File: config.mk
export PLATFORM = sky130hd
export DESIGN_NAME = half_duplex_serial_fifo_control_core
export DESIGN_NICKNAME = d
export VERILOG_FILES = /design/src/rtl/core/hdsfc_pkg.sv /design/src/rtl/core/half_duplex_serial_fifo_control_core.sv
export VERILOG_INCLUDE_DIRS = /design/src /design/src/rtl/core
export SDC_FILE = /design/constraint.sdc
export NUM_CORES = 1
export LEC_CHECK = 0
export BUFFER_PORTS_ARGS = -buffer_cell sky130_fd_sc_hd__buf_2
export CAP_MARGIN = 20
export CORE_MARGIN = 5
export CORE_UTILIZATION = 54
export DETAILED_ROUTE_END_ITERATION = 8
export PLACE_DENSITY_LB_ADDON = 0.12
export SYNTH_ARGS = -nofsm -noshare
export SYNTH_HDL_FRONTEND = slang
export SYNTH_SLANG_ARGS = --single-unit
File: constraint.sdc
create_clock -name aclk -period 7.69 [get_ports aclk]
set_input_delay 0.769 -clock aclk [delete_from_list [all_inputs] [get_ports aclk]]
set_output_delay 0.769 -clock aclk [all_outputs]
set_load 0.005 [all_outputs]
File: src/rtl/core/half_duplex_serial_fifo_control_core_assert.svh
// Assertion helpers for the serial FIFO control core.
// Both macros expect a clock named aclk and an active-low reset named aresetn.
`ifndef HALF_DUPLEX_SERIAL_FIFO_CONTROL_CORE_ASSERT_SVH
`define HALF_DUPLEX_SERIAL_FIFO_CONTROL_CORE_ASSERT_SVH

// The consequent must hold in the same cycle as the antecedent.
`define HDSFC_ASSERT_SAME(label, ante, cons) \
    label: assert property (@(posedge aclk) disable iff (!aresetn) (ante) |-> (cons)) \
        else $error("hdsfc assertion failed");

// The consequent must hold in the cycle after the antecedent.
`define HDSFC_ASSERT_NEXT(label, ante, cons) \
    label: assert property (@(posedge aclk) disable iff (!aresetn) (ante) |=> (cons)) \
        else $error("hdsfc assertion failed");

`endif

File: src/rtl/core/hdsfc_pkg.sv
`timescale 1ns / 1ps

package hdsfc_pkg;

    // Ring sizes. Each ring holds one byte less than its depth.
    localparam int RX_DEPTH = 64;
    localparam int TX_DEPTH = 64;
    localparam int RX_PTR_W = (RX_DEPTH > 1) ? $clog2(RX_DEPTH) : 1;
    localparam int TX_PTR_W = (TX_DEPTH > 1) ? $clog2(TX_DEPTH) : 1;

    localparam logic [7:0] CHAR_CR = 8'h0D;
    localparam logic [7:0] CHAR_LF = 8'h0A;

    // Configuration port.
    localparam int CFG_IDX_W = 2;
    localparam logic [CFG_IDX_W-1:0] CFG_LOCAL_ECHO  = CFG_IDX_W'(0);
    localparam logic [CFG_IDX_W-1:0] CFG_CRLF_EXPAND = CFG_IDX_W'(1);

    typedef enum logic [2:0] {
        OP_LINE_RX    = 3'd0,
        OP_HOST_READ  = 3'd1,
        OP_HOST_WRITE = 3'd2,
        OP_TX_READY   = 3'd3,
        OP_TX_DONE    = 3'd4
    } op_t;

    typedef enum logic [2:0] {
        ST_OK          = 3'd0,
        ST_RX_EMPTY    = 3'd1,
        ST_TX_FULL     = 3'd2,
        ST_RX_OVERFLOW = 3'd3,
        ST_TX_IDLE     = 3'd4,
        ST_RX_DISABLED = 3'd5
    } status_t;

    // Source of the result byte.
    typedef enum logic [1:0] {
        SEL_NONE = 2'd0,
        SEL_RX   = 2'd1,
        SEL_TX   = 2'd2
    } byte_sel_t;

    typedef struct packed {
        logic [2:0] operation;
        logic [7:0] data_byte;
    } in_item_t;

    typedef struct packed {
        logic [2:0] status;
        logic [7:0] out_byte;
        logic       driver_enable;
        logic       receiver_enable;
        logic       rx_available;
    } result_t;

    function automatic logic [RX_PTR_W-1:0] rx_ptr_inc(input logic [RX_PTR_W-1:0] p);
        return (p == RX_PTR_W'(RX_DEPTH - 1)) ? '0 : p + RX_PTR_W'(1);
    endfunction

    function automatic logic [TX_PTR_W-1:0] tx_ptr_inc(input logic [TX_PTR_W-1:0] p);
        return (p == TX_PTR_W'(TX_DEPTH - 1)) ? '0 : p + TX_PTR_W'(1);
    endfunction

endpackage

File: src/rtl/core/half_duplex_serial_fifo_control_core.sv
`timescale 1ns / 1ps

// Receive and transmit byte rings with half-duplex line direction control. One request
// is accepted per cycle and its result is presented from the output register in the
// next cycle. A new request is taken only while the output register is empty or its
// result leaves in the same cycle, so a stalled result side stalls the input. The one
// exception is a host write of a carriage return with expansion on: the
// line feed and the carriage return are written to the transmit store through its single
// write port one after the other, so that request holds the input until both are written.
// Both stores are block memories with registered reads; the popped byte comes
// straight from the read register. No clearing pass is needed after reset.
module half_duplex_serial_fifo_control_core
    import hdsfc_pkg::*;
(
    input  logic                 aclk,
    input  logic                 aresetn,
    // Request channel
    input  logic                 s_valid,
    output logic                 s_ready,
    input  in_item_t             s_data,
    // Result channel
    output logic                 m_valid,
    input  logic                 m_ready,
    output result_t              m_data,
    // Configuration writes
    input  logic                 cfg_valid,
    output logic                 cfg_ready,
    input  logic [CFG_IDX_W-1:0] cfg_index,
    input  logic                 cfg_data
);

    `include "half_duplex_serial_fifo_control_core_assert.svh"

    logic [7:0] rx_mem [RX_DEPTH];
    logic [7:0] tx_mem [TX_DEPTH];

    logic [RX_PTR_W-1:0] rx_wp_reg, rx_wp_next, rx_rp_reg, rx_rp_next;
    logic [TX_PTR_W-1:0] tx_wp_reg, tx_wp_next, tx_rp_reg, tx_rp_next;
    logic                driver_on_reg, driver_on_next;
    logic                receiver_on_reg, receiver_on_next;
    logic                local_echo_reg, crlf_expand_reg;
    logic                pend_reg, pend_next;

    logic                out_valid_reg;
    status_t             status_reg, status_next;
    byte_sel_t           sel_reg, sel_next;
    logic                rx_avail_reg;
    logic [7:0]          rx_rdata_reg, tx_rdata_reg;
    logic [7:0]          out_byte_mux;

    logic                accept;
    logic                rx_we, rx_re, tx_we, tx_re;
    logic [7:0]          tx_wdata;
    logic                expand;
    logic                rx_empty, rx_full, tx_empty, tx_full1, tx_full2;

    // A request is taken when the output slot frees and no expansion write is pending.
    assign s_ready   = (!out_valid_reg || m_ready) && !pend_reg;
    assign accept    = s_valid && s_ready;
    assign cfg_ready = 1'b1;

    // Ring occupancy from the pointers.
    assign rx_empty = (rx_wp_reg == rx_rp_reg);
    assign rx_full  = (rx_ptr_inc(rx_wp_reg) == rx_rp_reg);
    assign tx_empty = (tx_wp_reg == tx_rp_reg);
    assign tx_full1 = (tx_ptr_inc(tx_wp_reg) == tx_rp_reg);
    assign tx_full2 = tx_full1 || (tx_ptr_inc(tx_ptr_inc(tx_wp_reg)) == tx_rp_reg);
    assign expand   = crlf_expand_reg && (s_data.data_byte == CHAR_CR);

    // Operation decode and next state.
    always_comb begin
        rx_wp_next       = rx_wp_reg;
        rx_rp_next       = rx_rp_reg;
        tx_wp_next       = tx_wp_reg;
        tx_rp_next       = tx_rp_reg;
        driver_on_next   = driver_on_reg;
        receiver_on_next = receiver_on_reg;
        pend_next        = pend_reg;
        status_next      = ST_OK;
        sel_next         = SEL_NONE;
        rx_we            = 1'b0;
        rx_re            = 1'b0;
        tx_we            = 1'b0;
        tx_re            = 1'b0;
        tx_wdata         = s_data.data_byte;
        if (pend_reg) begin
            // Second half of an expanded carriage return.
            tx_we      = 1'b1;
            tx_wdata   = CHAR_CR;
            tx_wp_next = tx_ptr_inc(tx_wp_reg);
            pend_next  = 1'b0;
        end else if (accept) begin
            case (s_data.operation)
                OP_LINE_RX: begin
                    if (!receiver_on_reg) begin
                        status_next = ST_RX_DISABLED;
                    end else if (rx_full) begin
                        status_next = ST_RX_OVERFLOW;
                    end else begin
                        rx_we      = 1'b1;
                        rx_wp_next = rx_ptr_inc(rx_wp_reg);
                    end
                end
                OP_HOST_READ: begin
                    if (rx_empty) begin
                        status_next = ST_RX_EMPTY;
                    end else begin
                        rx_re      = 1'b1;
                        rx_rp_next = rx_ptr_inc(rx_rp_reg);
                        sel_next   = SEL_RX;
                    end
                end
                OP_HOST_WRITE: begin
                    if (expand ? tx_full2 : tx_full1) begin
                        status_next = ST_TX_FULL;
                    end else begin
                        tx_we      = 1'b1;
                        tx_wdata   = expand ? CHAR_LF : s_data.data_byte;
                        tx_wp_next = tx_ptr_inc(tx_wp_reg);
                        pend_next  = expand;
                    end
                end
                OP_TX_READY: begin
                    if (tx_empty) begin
                        status_next = ST_TX_IDLE;
                    end else begin
                        tx_re          = 1'b1;
                        tx_rp_next     = tx_ptr_inc(tx_rp_reg);
                        sel_next       = SEL_TX;
                        driver_on_next = 1'b1;
                        if (!local_echo_reg) begin
                            receiver_on_next = 1'b0;
                        end
                    end
                end
                OP_TX_DONE: begin
                    driver_on_next   = 1'b0;
                    receiver_on_next = 1'b1;
                end
                default: begin
                end
            endcase
        end
    end

    // Control state and configuration registers.
    always_ff @(posedge aclk) begin
        if (!aresetn) begin
            rx_wp_reg       <= '0;
            rx_rp_reg       <= '0;
            tx_wp_reg       <= '0;
            tx_rp_reg       <= '0;
            driver_on_reg   <= 1'b0;
            receiver_on_reg <= 1'b1;
            pend_reg        <= 1'b0;
            out_valid_reg   <= 1'b0;
            local_echo_reg  <= 1'b0;
            crlf_expand_reg <= 1'b1;
        end else begin
            rx_wp_reg       <= rx_wp_next;
            rx_rp_reg       <= rx_rp_next;
            tx_wp_reg       <= tx_wp_next;
            tx_rp_reg       <= tx_rp_next;
            driver_on_reg   <= driver_on_next;
            receiver_on_reg <= receiver_on_next;
            pend_reg        <= pend_next;
            if (accept) begin
                out_valid_reg <= 1'b1;
            end else if (m_ready) begin
                out_valid_reg <= 1'b0;
            end
            if (cfg_valid && cfg_ready) begin
                if (cfg_index == CFG_LOCAL_ECHO) begin
                    local_echo_reg <= cfg_data;
                end else if (cfg_index == CFG_CRLF_EXPAND) begin
                    crlf_expand_reg <= cfg_data;
                end
            end
        end
    end

    // Result register, loaded when a request is accepted.
    always_ff @(posedge aclk) begin
        if (accept) begin
            status_reg   <= status_next;
            sel_reg      <= sel_next;
            rx_avail_reg <= (rx_wp_next != rx_rp_next);
        end
    end

    // Receive store: one write port, registered read.
    always_ff @(posedge aclk) begin
        if (rx_we) begin
            rx_mem[rx_wp_reg] <= s_data.data_byte;
        end
        if (rx_re) begin
            rx_rdata_reg <= rx_mem[rx_rp_reg];
        end
    end

    // Transmit store: one write port, registered read.
    always_ff @(posedge aclk) begin
        if (tx_we) begin
            tx_mem[tx_wp_reg] <= tx_wdata;
        end
        if (tx_re) begin
            tx_rdata_reg <= tx_mem[tx_rp_reg];
        end
    end

    // Result byte from the store that was popped, else zero.
    always_comb begin
        case (sel_reg)
            SEL_RX:  out_byte_mux = rx_rdata_reg;
            SEL_TX:  out_byte_mux = tx_rdata_reg;
            default: out_byte_mux = 8'h00;
        endcase
    end

    // Result fields. Driver and receiver state only change with an accepted request
    // or the pending write, which leaves them alone, so they are read directly.
    assign m_valid                = out_valid_reg;
    assign m_data.status          = status_reg;
    assign m_data.out_byte        = out_byte_mux;
    assign m_data.driver_enable   = driver_on_reg;
    assign m_data.receiver_enable = receiver_on_reg;
    assign m_data.rx_available    = rx_avail_reg;

    // The pending write of an expanded carriage return is done once and then clears.
    `HDSFC_ASSERT_NEXT(a_pend_one_cycle, pend_reg, !pend_reg)
    // After the pending write the transmit ring cannot be empty.
    `HDSFC_ASSERT_NEXT(a_pend_fills_tx, pend_reg, tx_wp_reg != tx_rp_reg)
    // A stored line byte is reported as available.
    `HDSFC_ASSERT_NEXT(a_rx_push_avail, accept && rx_we, m_valid && m_data.rx_available)
    // A successful transmit pop turns the driver on in its result.
    `HDSFC_ASSERT_NEXT(a_tx_pop_driver, accept && tx_re,
        m_valid && m_data.driver_enable && (m_data.status == ST_OK))

endmodule
; Yosys cells after proc, flatten, opt, wreduce, memory -nomap -nowiden
; Memories as Yosys holds them, arrays and structs flattened. A register that Yosys moved wholly into a read port is not among the register bits.
; Cells that the tools add are included.
[word_totals]
register_bits = 36
ramBits = 1024
wordCells = 130
n_memories = 2
[op_classes]
add_sub_neg = 5
n_eq_ne = 22
mux = 62
n_bitwise = 6
n_reduce_logical = 20
[memory_table]
columns = memory, words, width, rd, rd_clocked_by_memory_dff, write_ports, line
row1 = rx_mem, 64, 8, 1, 1, 1, half_duplex_serial_fifo_control_core.sv:34  ; logic [7:0] rx_mem [RX_DEPTH];
row2 = tx_mem, 64, 8, 1, 1, 1, half_duplex_serial_fifo_control_core.sv:35  ; logic [7:0] tx_mem [TX_DEPTH];
[ops]
columns = cell, n
row1 = 6-bit 2-to-1 mux, 18
row2 = 8-bit 2-to-1 mux, 5
row3 = "6-bit by 1-bit adder with 6-bit output, second input constant", 5
row4 = 6-bit equality test, 5
row5 = "6-bit equality test, second input constant", 5
row6 = 1-bit 2-to-1 mux, 29
row7 = 8-bit one-hot mux with 2 select lines, 1
row8 = 3-bit one-hot mux with 4 select lines, 1
row9 = "8-bit by 4-bit equality test with 1-bit output, second input constant", 1
row10 = 4-bit AND reduction, 2
row11 = 2-bit nonzero test, 4
row12 = "3-bit by 2-bit equality test with 1-bit output, second input constant", 2
row13 = 2-bit 2-to-1 mux, 3
row14 = 3-bit 2-to-1 mux, 2
row15 = "2-bit inequality test, second input constant", 3
row16 = 6-bit inequality test, 1
row17 = 1-bit inverter, 6
row18 = 3-bit AND reduction, 2
row19 = 5-bit AND reduction, 1
row20 = 5-bit OR reduction, 1
row21 = "2-bit by 1-bit equality test with 1-bit output, second input constant", 2
row22 = 1-bit one-hot mux with 2 select lines, 2
row23 = 2-bit one-hot mux with 2 select lines, 1
row24 = "3-bit by 1-bit equality test with 1-bit output, second input constant", 1
row25 = 8 further kinds, 12

; Logic depth before layout (Yosys ltp)
; Gate-level depths: netlist (run 1).
[logic_depth]
word_depth = 13
depth_mapped = 11

; Worst setup path before layout (run 1)
; No wires, ideal clock.
[synth_path]
path_kind = register -> register
from = register tx_wp_reg[1]
to = memory tx_mem[0][1], data pin
t_arrival_ps = 3818
required_ps = 7142
path_slack_ps = 3324
path_stages_with_launch = 11
synth_period_minus_slack_ps = 4366
cell_sequence = dfxtp_1 ha_1 buf_2 a21oi_1 o21a_1 or2_2 a221oi_1 xnor2_1 nand3_1 nand4_1 a21oi_1
[synth_between]
elab_chain_len = 11
word_cells_on_any_way = 14
[synth_lines]
columns = item, line
row1 = from (decl), half_duplex_serial_fifo_control_core.sv:38  ; logic [TX_PTR_W-1:0] tx_wp_reg, tx_wp_next, tx_rp_reg, tx_rp_next;
row2 = from (signal assigned), half_duplex_serial_fifo_control_core.sv:162  ; tx_wp_reg <= tx_wp_next;
row3 = 6-bit by 1-bit adder with 6-bit output or 6-bit equality test (tied branches), hdsfc_pkg.sv:61  ; return (p == TX_PTR_W'(TX_DEPTH - 1)) ? '0 : p + TX_PTR_W'(1);
row4 = 6-bit 2-to-1 mux (*), hdsfc_pkg.sv:61
row5 = 6-bit by 1-bit adder with 6-bit output or 6-bit equality test (tied branches), hdsfc_pkg.sv:61
row6 = 6-bit 2-to-1 mux, hdsfc_pkg.sv:61
row7 = 6-bit equality test, half_duplex_serial_fifo_control_core.sv:67  ; assign tx_full2 = tx_full1 || (tx_ptr_inc(tx_ptr_inc(tx_wp_reg)) == tx_rp_reg);
row8 = 1-bit logical OR, half_duplex_serial_fifo_control_core.sv:67
row9 = 1-bit 2-to-1 mux (*), half_duplex_serial_fifo_control_core.sv:114  ; if (expand ? tx_full2 : tx_full1) begin
row10 = 8-bit 2-to-1 mux (*), half_duplex_serial_fifo_control_core.sv:114
row11 = 8-bit 2-to-1 mux (*), half_duplex_serial_fifo_control_core.sv:93  ; case (s_data.operation)
row12 = 8-bit 2-to-1 mux (*), half_duplex_serial_fifo_control_core.sv:92  ; end else if (accept) begin
row13 = 8-bit 2-to-1 mux (*), half_duplex_serial_fifo_control_core.sv:86  ; if (pend_reg) begin
row14 = net tx_wdata[1], half_duplex_serial_fifo_control_core.sv:53  ; logic [7:0] tx_wdata;
row15 = to (decl), half_duplex_serial_fifo_control_core.sv:35
; The timed path passes the listed nets; every way through them passes the cells marked *.

; Final worst setup path (run 1)
[layout_path]
from = register tx_wp_reg[2]
to = memory tx_mem[35][1], enable pin
[layout_between]
elab_chain_len = 13
word_cells_on_any_way = 16
[layout_lines]
columns = item, line
row1 = 6-bit by 1-bit adder with 6-bit output or 6-bit equality test (tied branches), hdsfc_pkg.sv:61
row2 = 6-bit 2-to-1 mux, hdsfc_pkg.sv:61
row3 = 6-bit by 1-bit adder with 6-bit output or 6-bit equality test (tied branches), hdsfc_pkg.sv:61
row4 = 6-bit 2-to-1 mux, hdsfc_pkg.sv:61
row5 = 6-bit equality test, half_duplex_serial_fifo_control_core.sv:67
row6 = 1-bit logical OR, half_duplex_serial_fifo_control_core.sv:67
row7 = 1-bit 2-to-1 mux (2 in series), half_duplex_serial_fifo_control_core.sv:114
row8 = 1-bit 2-to-1 mux, half_duplex_serial_fifo_control_core.sv:93
row9 = 1-bit 2-to-1 mux, half_duplex_serial_fifo_control_core.sv:92
row10 = 1-bit 2-to-1 mux, half_duplex_serial_fifo_control_core.sv:86
row11 = 1-bit 2-to-1 mux, half_duplex_serial_fifo_control_core.sv:203  ; if (tx_we) begin
row12 = 1-bit 2-to-1 mux (not written as such), half_duplex_serial_fifo_control_core.sv:204  ; tx_mem[tx_wp_reg] <= tx_wdata;
; Parallel ways exist; a longest one is shown, timed or not.

==> results of run 1 <==
## area by class of cell
class | count | area share [%]
antenna | 3 | 0.0156
clock buffer | 126 | 5.73
clock inverter | 65 | 1.43
inverter | 12 | 0.0939
multi-input combinational | 816 | 21.8
sequential | 1076 | 66.8
tap | 1050 | 2.74
timing repair buffer | 101 | 1.41
## power by group
group	leakage (nW)	switching, mW	internal (mW)
logic	3.03	0.146	0.0396
registers	9.65	0.00733	6.43
clock network	1.66	2.12	2.98
total	14.3	2.28	9.45
## cells in the final DEF (no fill, tap or decap), drive strengths merged, types with 3 or more instances in the layout
cell and instances:
xor2 17, ha 7, and3 4, a31oi 3
nand4b 5, diode 3, mux2 8, nand3b 10
a21oi 17, o211ai 3, xnor2 20, inv 15
clkbuf 129, nand2b 13, mux2i 17, nand2 40
bufinv 13, nor3 70, edfxtp 1046, o21ai 18
nor2b 8, mux4 328, buf 98, nand3 27
nor4b 6, and2 3, dfxtp 30, o21a 3
clkinvlp 7, a31o 3, or4 4, o22ai 3
nand4 8, nor4 9, nor2 105, a22oi 8
or3 7, a21o 5, or2 9, clkinv 42
## through the flow
step	hold slack (ns)	instances	utilization (%)
finish	0.343	3249	60.7
global route	0.344	3247	60.7
CTS	0.310	3240	60.7
detailed placement	0.570	3049	56.3
global placement	0.569	3038	56.2
floorplan	0.436	2036	-
## logic make-up after synthesis
group                    count (synthesis)  synth area share (%)
XOR/XNOR                                37                 0.771
other                                    1               0.00871
adder cells (fa/ha/maj)                  7                 0.204
AO/OA/AOI/OAI                           85                  1.42
buffers and inverters                  144                  1.40
AND/OR/NAND/NOR                        333                  4.04
multiplexers                           353                  17.8
flip-flops                            1076                  74.4
## worst max-delay path, delay by kind of cell, from the launching register on
| family | cells | cell delay [ns] |
|---|---|---|
| simple gates | 5 | 3.06 |
| flops | 1 | 0.72 |
| xor+xnor | 1 | 0.15 |
| compound gates | 2 | 0.49 |
## how the worst max path moves through the flow
| stage | endpoint | slack (ns) | depth (start not counted) |
|---|---|---|---|
| detailed placement | tx_mem[62][7]$_DFFE_PP_ | 2.78 | 8 |
| finish | tx_mem[35][1]$_DFFE_PP_ | 2.85 | 8 |
| global placement | tx_mem[62][4]$_DFFE_PP_ | 2.97 | 8 |
| floorplan | tx_mem[0][1]$_DFFE_PP_ | 3.32 | 10 |
| global route | tx_mem[39][1]$_DFFE_PP_ | 2.49 | 8 |
| CTS | tx_mem[61][3]$_DFFE_PP_ | 2.72 | 8 |
## layer usage
metal	GRT usage, %	up-vias
met5	0	-
met4	5.91	4
met3	3.53	139
met2	37.9	755
met1	32.5	10900
li1	-	8677
==> results.md, run 1 <==
* Run status: completed
* Post-DR vias/cell at ~6.3
* Die H at 292 um
* Die area at 85400 um2
* Max clock buf depth at 3
* Vias in the first global route at just over 20000
* Sequential area share after synthesis at ~74%
* Slowest CP cell: nor3_1
* Post-synth EDFFs at 1046
* Initial antenna violation count at 5
* Crit path time final at between 4 and 5 ns
* Met1 WL at around 40000 um
* Fin Setup TNS at 0 ns
* Min-Delay Path Depth at 3
* Area after DPL at ~44000 um2
* # DRC at 0
* R2r setup slk at between 2 and 3 ns
* Routed wl met2 at 49100 um
* Fin. Hold Viols at 0
* Fin worst setup slack at 2.85 ns
* Syn Inst Count at about 2000
* First-pass GRT wire length at 144000 um
* Footprint of the multi-input gates at 10500 um2
* Cell Rows at 103
* Peak VDD IR at ~210 uV
* Netlist cell types at 76
* Total wire length at slightly below 100000 um
* CTS H-tree depth at 3
* Worst-case reg-to-reg path depth at 8
* FMAX at 207 MHz
* Nets@finish at 2139
* Yosys reg bits at ~1100
* Warning count from the yosys run at 0
* # IOs at 36
* Synthesized Nets at between 2000 and 2500
* Avg Inst Size Synth at roughly 21 um2
* CTS Buf Count at ~110
* HPWL Detailed at between 50000 and 60000 um
* Clock-pin slew on the worst setup and hold paths at around 0.070 ns
* Peak fanout along the critical path at 32
* Die X at 292 um
* Worst hold path endpoint: crlf_expand_reg$_SDFFE_PN1P_
* Max-Cap Viols at 0
* Setup bufs post-CTS at 0
* Reg area at ~32000 um2
* Asr flop ratio synth at 0%
* Setup crit start: tx_wp_reg[2]$_SDFFE_PN0P_
* Synth-to-Final Area Change at 11.5%
* Main synth FF type: edfxtp_1
* RSZ-0062 raised after global routing: no
* # clock sinks at roughly 1100
* Hold Path Origin: cfg_data
* Number of gates resized after cts at 0
* Worst-Margin Slew at 1.17 ns
* Initial Util at between 50% and 60%
* CORE AREA at 79000 um2
* Clk_lat worst skew at approximately 0.66 ns
* Startpoint Class: register
* Crit-path cells: nand3_1 -> nor2_1 -> or2_2 -> xor2_1 -> o31a_1 -> a21o_1 -> nand3_2 -> nor3_1
* Drt wl/cell at approximately 30 um
* Post-synth design cell area at 43000 um2
* Cell Pwr Density at between 200 and 250 nW/um2
* Total gr overflow at 0
* DR iter-0 viols at 2086
* Crit end category: register
* Yosys top cell by area: edfxtp_1
* GP Congestion at 0.907
* Commonest cells post-synth: edfxtp_1 (1046), mux4_2 (328), nor2_1 (105)
* Worst Clk Skew at slightly above 0.02 ns
* Total power at 11.7 mW
* Crit-path max cell delay at roughly 1.2 ns
* Antenna viol nets, final at 0
* Worst R2R End: tx_mem[35][1]$_DFFE_PP_
* Fin crit share at about 63%
* Setup Viol. Count Final at 0
* Finished Cell Area at roughly 48000 um2
* Lkg Pwr at 14.3 nW
* Root Buffer: clkbuf_16
* Dpl ws at 2.78 ns
* Area share of the largest cell type after synthesis at approximately 73%
* Hold Crit Class: primary input to register
* Hold Buf Count CTS at 0
* Critical path class: register to register
* Most common cell in the netlist: edfxtp_1
* Met3 wire length at between 5000 and 6000 um
* CP required at 7.96 ns
* Largest net degree at the start of global routing at 108
* Max-slew violation count at 0
* GRT Util Overall at about 23%
* CTS tree: built
* Slew headroom at between 20% and 30%
* Layout cells sized above 1 at between 20% and 30%
* Synth top area cells: edfxtp_1 (73%), mux4_2 (17%), dfxtp_1 (1.4%)
* DR top layer: met5
* Vias at around 20000
* Port Buffers at 34
* Critical Path AT at 5.11 ns
* Biggest regs: rx_mem x512, tx_mem x512
* FILL cells at 5520
* Router iterations before antenna repair at 5
* Launch point of the worst reg-to-reg path: tx_wp_reg[2]$_SDFFE_PN0P_
(Power assumes the default switching activity.)
==> run 2: changes to the inputs <==
==> constraint.sdc (replaced) <==
create_clock -name aclk -period 4.4 [get_ports aclk]
set_input_delay 0.44 -clock aclk [delete_from_list [all_inputs] [get_ports aclk]]
set_output_delay 0.44 -clock aclk [all_outputs]
set_load 0.005 [all_outputs]
==> run 2 against run 1 <==
Against the previous run:
- utilization is 1.7 points higher
- sequential cell count unchanged
- clock skew is 0.0085 ns higher
==> results.md, run 2 (synthesis gave the netlist of run 1 again) <==
* Biggest regs: rx_mem x512, tx_mem x512
* Lkg Pwr at 15.0 nW (+4.4%)
* Root Buffer: clkbuf_16
* Number of gates resized after cts at 0 (unchanged)
* Worst Path Buf+Inv at 1 (+1)
* CTS H-tree depth at 3 (unchanged)
* RSZ-0062 raised after global routing: no
* Final Util at 62.4% (+1.7 points)
* Peak VDD IR at 350 uV (+68%)
* # clock sinks at 1076 (unchanged)
* # DRC at 0 (unchanged)
* Cell Rows at 103 (unchanged)
* Most frequent cells in the layout: edfxtp_1 (1046), mux4_2 (328), clkbuf_16 (108), nor2_1 (105), buf_4 (89)
* CTS tree: built
* Layout cells sized above 1 at 31.3% (+2.7 points)
* Die X at 292 um (unchanged)
* Setup Viol. Count Final at 0 (unchanged)
* Synth-to-Final Area Change at 14.6%
* Port Buffers at 34 (unchanged)
* Initial antenna violation count at 6 (+1)
* GP Congestion at 0.906 (-0.12%)
* CP required at 4.67 ns (-3.29 ns)
* CORE AREA at 79000 um2 (unchanged)
* FILL cells at 5339 (-3.3%)
* Total wire length at 97000 um (+0.17%)
* Fin crit share at 90.3% (+27 points)
* Clock-pin slew on the worst setup and hold paths at 0.06 ns (about the same)
* Router iterations before antenna repair at 5 (unchanged)
* Hold Crit Class: primary input to register
* Max-Cap Viols at 0 (unchanged)
* Leading cell type in the layout, fill and taps excluded: edfxtp_1
* Antenna viol nets, final at 0 (unchanged)
* HPWL Detailed at 60300 um (+1.7%)
* Critical path's top delay family: simple AND/OR/NAND/NOR gates
* Cell Pwr Density at 414 nW/um2 (+69%)
* Nets@finish at 2230 (+4.3%)
* Setup bufs post-CTS at 0 (unchanged)
* # IOs at 36 (unchanged)
* Die area at 85400 um2 (unchanged)
* DR iter-0 viols at 1852 (-11%)
* FMAX at 252 MHz (+22%)
* Max clock buf depth at 3 (unchanged)
* Slowest CP cell: nor3_1
* Critical path class: register to register
* Startpoint Class: register
* Crit path time final at 3.97 ns (-0.868 ns)
* Max-slew violation count at 0 (unchanged)
* Crit end category: register
* Crit-path cells: ha_1 -> a21oi_1 -> o21a_1 -> or2_2 -> a221oi_1 -> xnor2_1 -> nand4b_2 -> nand3_1 -> buf_12 -> nor3_1
* Fin. Hold Viols at 0 (unchanged)
* Fin Setup TNS at 0 ns (unchanged)
* Vias at 20400 (-0.18%)
* Crit-path max cell delay at 0.86 ns (-0.30 ns)
* Slew headroom at 29.8% (+7.6 points)
* GRT Util Overall at 22.8% (about the same)
* Peak fanout along the critical path at 32 (unchanged)
* Drt wl/cell at 29.0 um (-2.7%)
* Vias in the first global route at 21100 (+2.3%)
* Clk_lat worst skew at 0.67 ns (about the same)
* CTS Buf Count at 106 (unchanged)
* Hold Buf Count CTS at 0 (unchanged)
* Largest net degree at the start of global routing at 133 (+23%)
* Post-DR vias/cell at 6.11 (-3.0%)
* Worst Clk Skew at 0.0287 ns (+0.00845 ns)
* Critical Path AT at 4.24 ns (-0.87 ns)
* First-pass GRT wire length at 144000 um (about the same)
* Total gr overflow at 0 (unchanged)
* Initial Util at 54.5% (unchanged)
* Run status: completed
* Worst-Margin Slew at 1.04 ns (-0.122 ns)
* Die H at 292 um (unchanged)
-- run 2: cell count changes in the layout (fill, tap and decap cells not counted), sizes merged --
| cell | previous run | this run |
|---|---|---|
| clkbuf | 129 | 143 |
| buf | 98 | 185 |
| clkinv | 42 | 41 |
| clkinvlp | 7 | 6 |
| inv | 15 | 14 |
| bufinv | 13 | 10 |
-- run 2: final timing paths --
check,from,to,slack (ns),cells after the start
worst max-delay path,tx_wp_reg[1]$_SDFFE_PN0P_,tx_mem[43][6]$_DFFE_PP_,0.43,10
worst min-delay path,cfg_data,crlf_expand_reg$_SDFFE_PN1P_,0.09,3
worst max register to register,tx_wp_reg[1]$_SDFFE_PN0P_,tx_mem[43][6]$_DFFE_PP_,0.43,10
worst min register to register,local_echo_reg$_SDFFE_PN0P_,local_echo_reg$_SDFFE_PN0P_,0.54,2
-- run 2: routing by layer --
metal  GRT usage, %  vias to the layer above  wire, um
met2           38.6                      538     49700
met5              0                        -        20
met4           5.26                        2      1880
li1               -                     8855         -
met3           2.84                      116      4720
met1           32.5                    10900     40700
-- run 2: final cells by class --
| type | count | area [um2] | area share (%) |
|---|---|---|---|
| Sequential cell | 1076 | 32000 | 64.9 |
| Multi-Input combinational cell | 816 | 10500 | 21.2 |
| Clock inverter | 59 | 583 | 1.18 |
| Timing Repair Buffer | 192 | 2050 | 4.16 |
| Inverter | 12 | 45.0 | 0.0913 |
| Tap cell | 1050 | 1310 | 2.66 |
| Antenna cell | 3 | 7.51 | 0.0152 |
| Clock buffer | 136 | 2830 | 5.73 |
-- run 2: per-stage QoR --
step | cell area [um2] | power (mW) | worst slack [ns] | hold WS (ns) | std cells
global route | 49300 | 21.1 | 0.148 | 0.0829 | 3341
detailed placement | 45800 | 11.8 | 0.366 | 0.523 | 3134
CTS | 49200 | 20.6 | 0.323 | 0.0673 | 3329
finish | 49300 | 20.4 | 0.429 | 0.0887 | 3344
global placement | 45800 | 11.8 | 0.490 | 0.504 | 3132
floorplan | 43000 | 11.6 | 0.0337 | 0.436 | 2036
-- run 2: where the power goes --
group	switching [mW]	internal, mW	total (mW)
sequential	0.0127	11.2	11.3
combinational	0.254	0.0829	0.337
clock	3.72	5.13	8.85
-- run 2: tightest hold or removal path: stages --
cell	delay, ns
buf_2	0.13
mux2i_1	0.08
nand2_1	0.07
==> run 3: changes to the inputs <==
--- a/config.mk
+++ b/config.mk
@@ -12,6 +12,8 @@
 export CORE_UTILIZATION = 54
 export DETAILED_ROUTE_END_ITERATION = 8
 export PLACE_DENSITY_LB_ADDON = 0.12
+export RECOVER_POWER = 100
+export SKIP_CTS_REPAIR_TIMING = 1
 export SYNTH_ARGS = -nofsm -noshare
 export SYNTH_HDL_FRONTEND = slang
 export SYNTH_SLANG_ARGS = --single-unit
==> run 3 against run 2 <==
Against the previous run:
- the run now ends with max-capacitance violations, max-slew violations left
- count of clock-buffer cells in the layout unchanged
- final area is 2.3% lower
- via count increased by 0.64%
- wire length up 0.28%
- worst setup slack worse by 0.16 ns
- sequential power hardly changed
- critical endpoint is now rx_mem[34][2]$_DFFE_PP_
- largest cell class unchanged
- highest routed layer unchanged
==> results.md, run 3 (synthesis gave the netlist of run 1 again) <==
* Run status: finished with violations
* Failing checks: max-capacitance violations, max-slew violations
* # clock sinks at 1076 (unchanged)
* Post-DR vias/cell at 6.15 (+0.67%)
* Area after DPL at 45800 um2 (unchanged)
* Nets@finish at 2230 (unchanged)
* # IOs at 36 (unchanged)
* Critical Path AT at 4.43 ns (+0.19 ns)
* Initial antenna violation count at 6 (unchanged)
* FILL cells at 5540 (+3.8%)
* Fin crit share at 94.0% (+3.7 points)
* Peak VDD IR at 351 uV (+0.24%)
* Hold Crit Class: primary input to register
* CORE AREA at 79000 um2 (unchanged)
* Root Buffer: clkbuf_16
* Clk_lat worst skew at 0.67 ns (about the same)
* Largest net degree at the start of global routing at 133 (unchanged)
* Vias at 20600 (+0.64%)
* Fin Setup TNS at 0 ns (unchanged)
* Fin cells at 3343 (-0.030%)
* Worst-Margin Slew at 3.21 ns (+2.16 ns)
* Clock-pin slew on the worst setup and hold paths at 0.06 ns (about the same)
* Most frequent cells in the layout: edfxtp_1 (1046), mux4_2 (328), clkbuf_1 (158), clkbuf_16 (108), nor2_1 (105)
* Setup Viol. Count Final at 0 (unchanged)
* Finished Cell Area at 48200 um2 (-2.3%)
* Die X at 292 um (unchanged)
* Dpl ws at 0.366 ns (unchanged)
* Lkg Pwr at 14.3 nW (-4.6%)
* HPWL Detailed at 60300 um (unchanged)
* Slew headroom at -114% (-140 points)
* Startpoint Class: register
* Setup crit start: rx_wp_reg[2]$_SDFF_PN0_
* WHS at 0.0931 ns (+0.00441 ns)
* Hold Path Origin: cfg_data
* Fin. Hold Viols at 0 (unchanged)
* Cell Rows at 103 (unchanged)
* CTS Buf Count at 106 (unchanged)
* Total gr overflow at 0 (unchanged)
* Critical path class: register to register
* Reg area at 32000 um2 (about the same)
* CP required at 4.69 ns (+0.02 ns)
* Die area at 85400 um2 (unchanged)
* GRT Util Overall at 22.8% (unchanged)
* Die H at 292 um (unchanged)
* Initial Util at 54.5% (unchanged)
* Cell Pwr Density at 424 nW/um2 (+2.3%)
* Fin worst setup slack at 0.266 ns (-0.163 ns)
* GP Congestion at 0.906 (unchanged)
* CTS H-tree depth at 3 (unchanged)
* Leading cell type in the layout, fill and taps excluded: edfxtp_1
* # DRC at 0 (unchanged)
* Port Buffers at 34 (unchanged)
* FMAX at 242 MHz (-3.9%)
* Max-slew violation count at 528 (+528)
* Total wire length at 97200 um (+0.28%)
* Biggest regs: rx_mem x512, tx_mem x512
* DR iter-0 viols at 1808 (-2.4%)
* Crit path time final at 4.13 ns (+0.163 ns)
* Router iterations before antenna repair at 5 (unchanged)
* Antenna viol nets, final at 0 (unchanged)
* Synth-to-Final Area Change at 12.0%
* Layout cells sized above 1 at 24.8% (-6.5 points)
* Peak fanout along the critical path at 15 (-53%)
* RSZ-0062 raised after global routing: no
* Footprint of the multi-input gates at 10400 um2 (-0.77%)
* CTS tree: built
* First-pass GRT wire length at 144000 um (unchanged)
* Launch point of the worst reg-to-reg path: rx_wp_reg[2]$_SDFF_PN0_
* Max-Cap Viols at 8 (+8)
* Crit end category: register
* Max clock buf depth at 3 (unchanged)
* DP Cell Count at 3134 (unchanged)
* Vias in the first global route at 21100 (unchanged)
* Worst Clk Skew at 0.0260 ns (-0.00266 ns)
* Drt wl/cell at 29.1 um (+0.31%)
run 3: path summary, 6_finish.rpt:
kind	endpoint	slack, ns	cells past startpoint
setup / recovery	rx_mem[34][2]$_DFFE_PP_	0.27	8
hold / removal	crlf_expand_reg$_SDFFE_PN1P_	0.09	3
setup reg to reg	rx_mem[34][2]$_DFFE_PP_	0.27	8
hold reg to reg	local_echo_reg$_SDFFE_PN0P_	0.54	2
run 3: stage by stage:
stage	utilization [%]	power, mW
floorplan	-	11.6
global placement	58.0	11.8
detailed placement	58.0	11.8
CTS	62.3	20.6
global route	61.0	21.1
finish	61.0	20.4
run 3: layout make-up:
type	instances	share of cell area [%]
multi-input cells	816	21.5
repair buffers	192	2.09
diodes	2	0.0104
clock buffers	136	5.87
flip-flops and latches	1076	66.5
inverters	12	0.0935
well taps	1050	2.73
clock inverters	59	1.21
run 3: power by group:
group          switching (mW)  total [mW]  internal [mW]
clock network            3.72        8.85           5.13
logic                   0.253       0.321         0.0682
registers              0.0126        11.3           11.3
run 3: per-layer routing:
metal  GRT usage, %  wire [um]  part of all wire, %
met5              0         20                0.021
met4           5.26       1900                  2.0
met3           2.84       4960                  5.1
met2           38.6      49900                   51
met1           32.5      40500                   42
run 3: critical path, stage by stage, from the launching register on:
cell	delay, ns
dfxtp_1	0.64
nand3_1	0.17
or4_1	0.49
o221a_2	0.17
o2111ai_1	0.66
nand2_1	0.30
or4_1	0.69
nor2_1	0.18
clkbuf_1	0.45
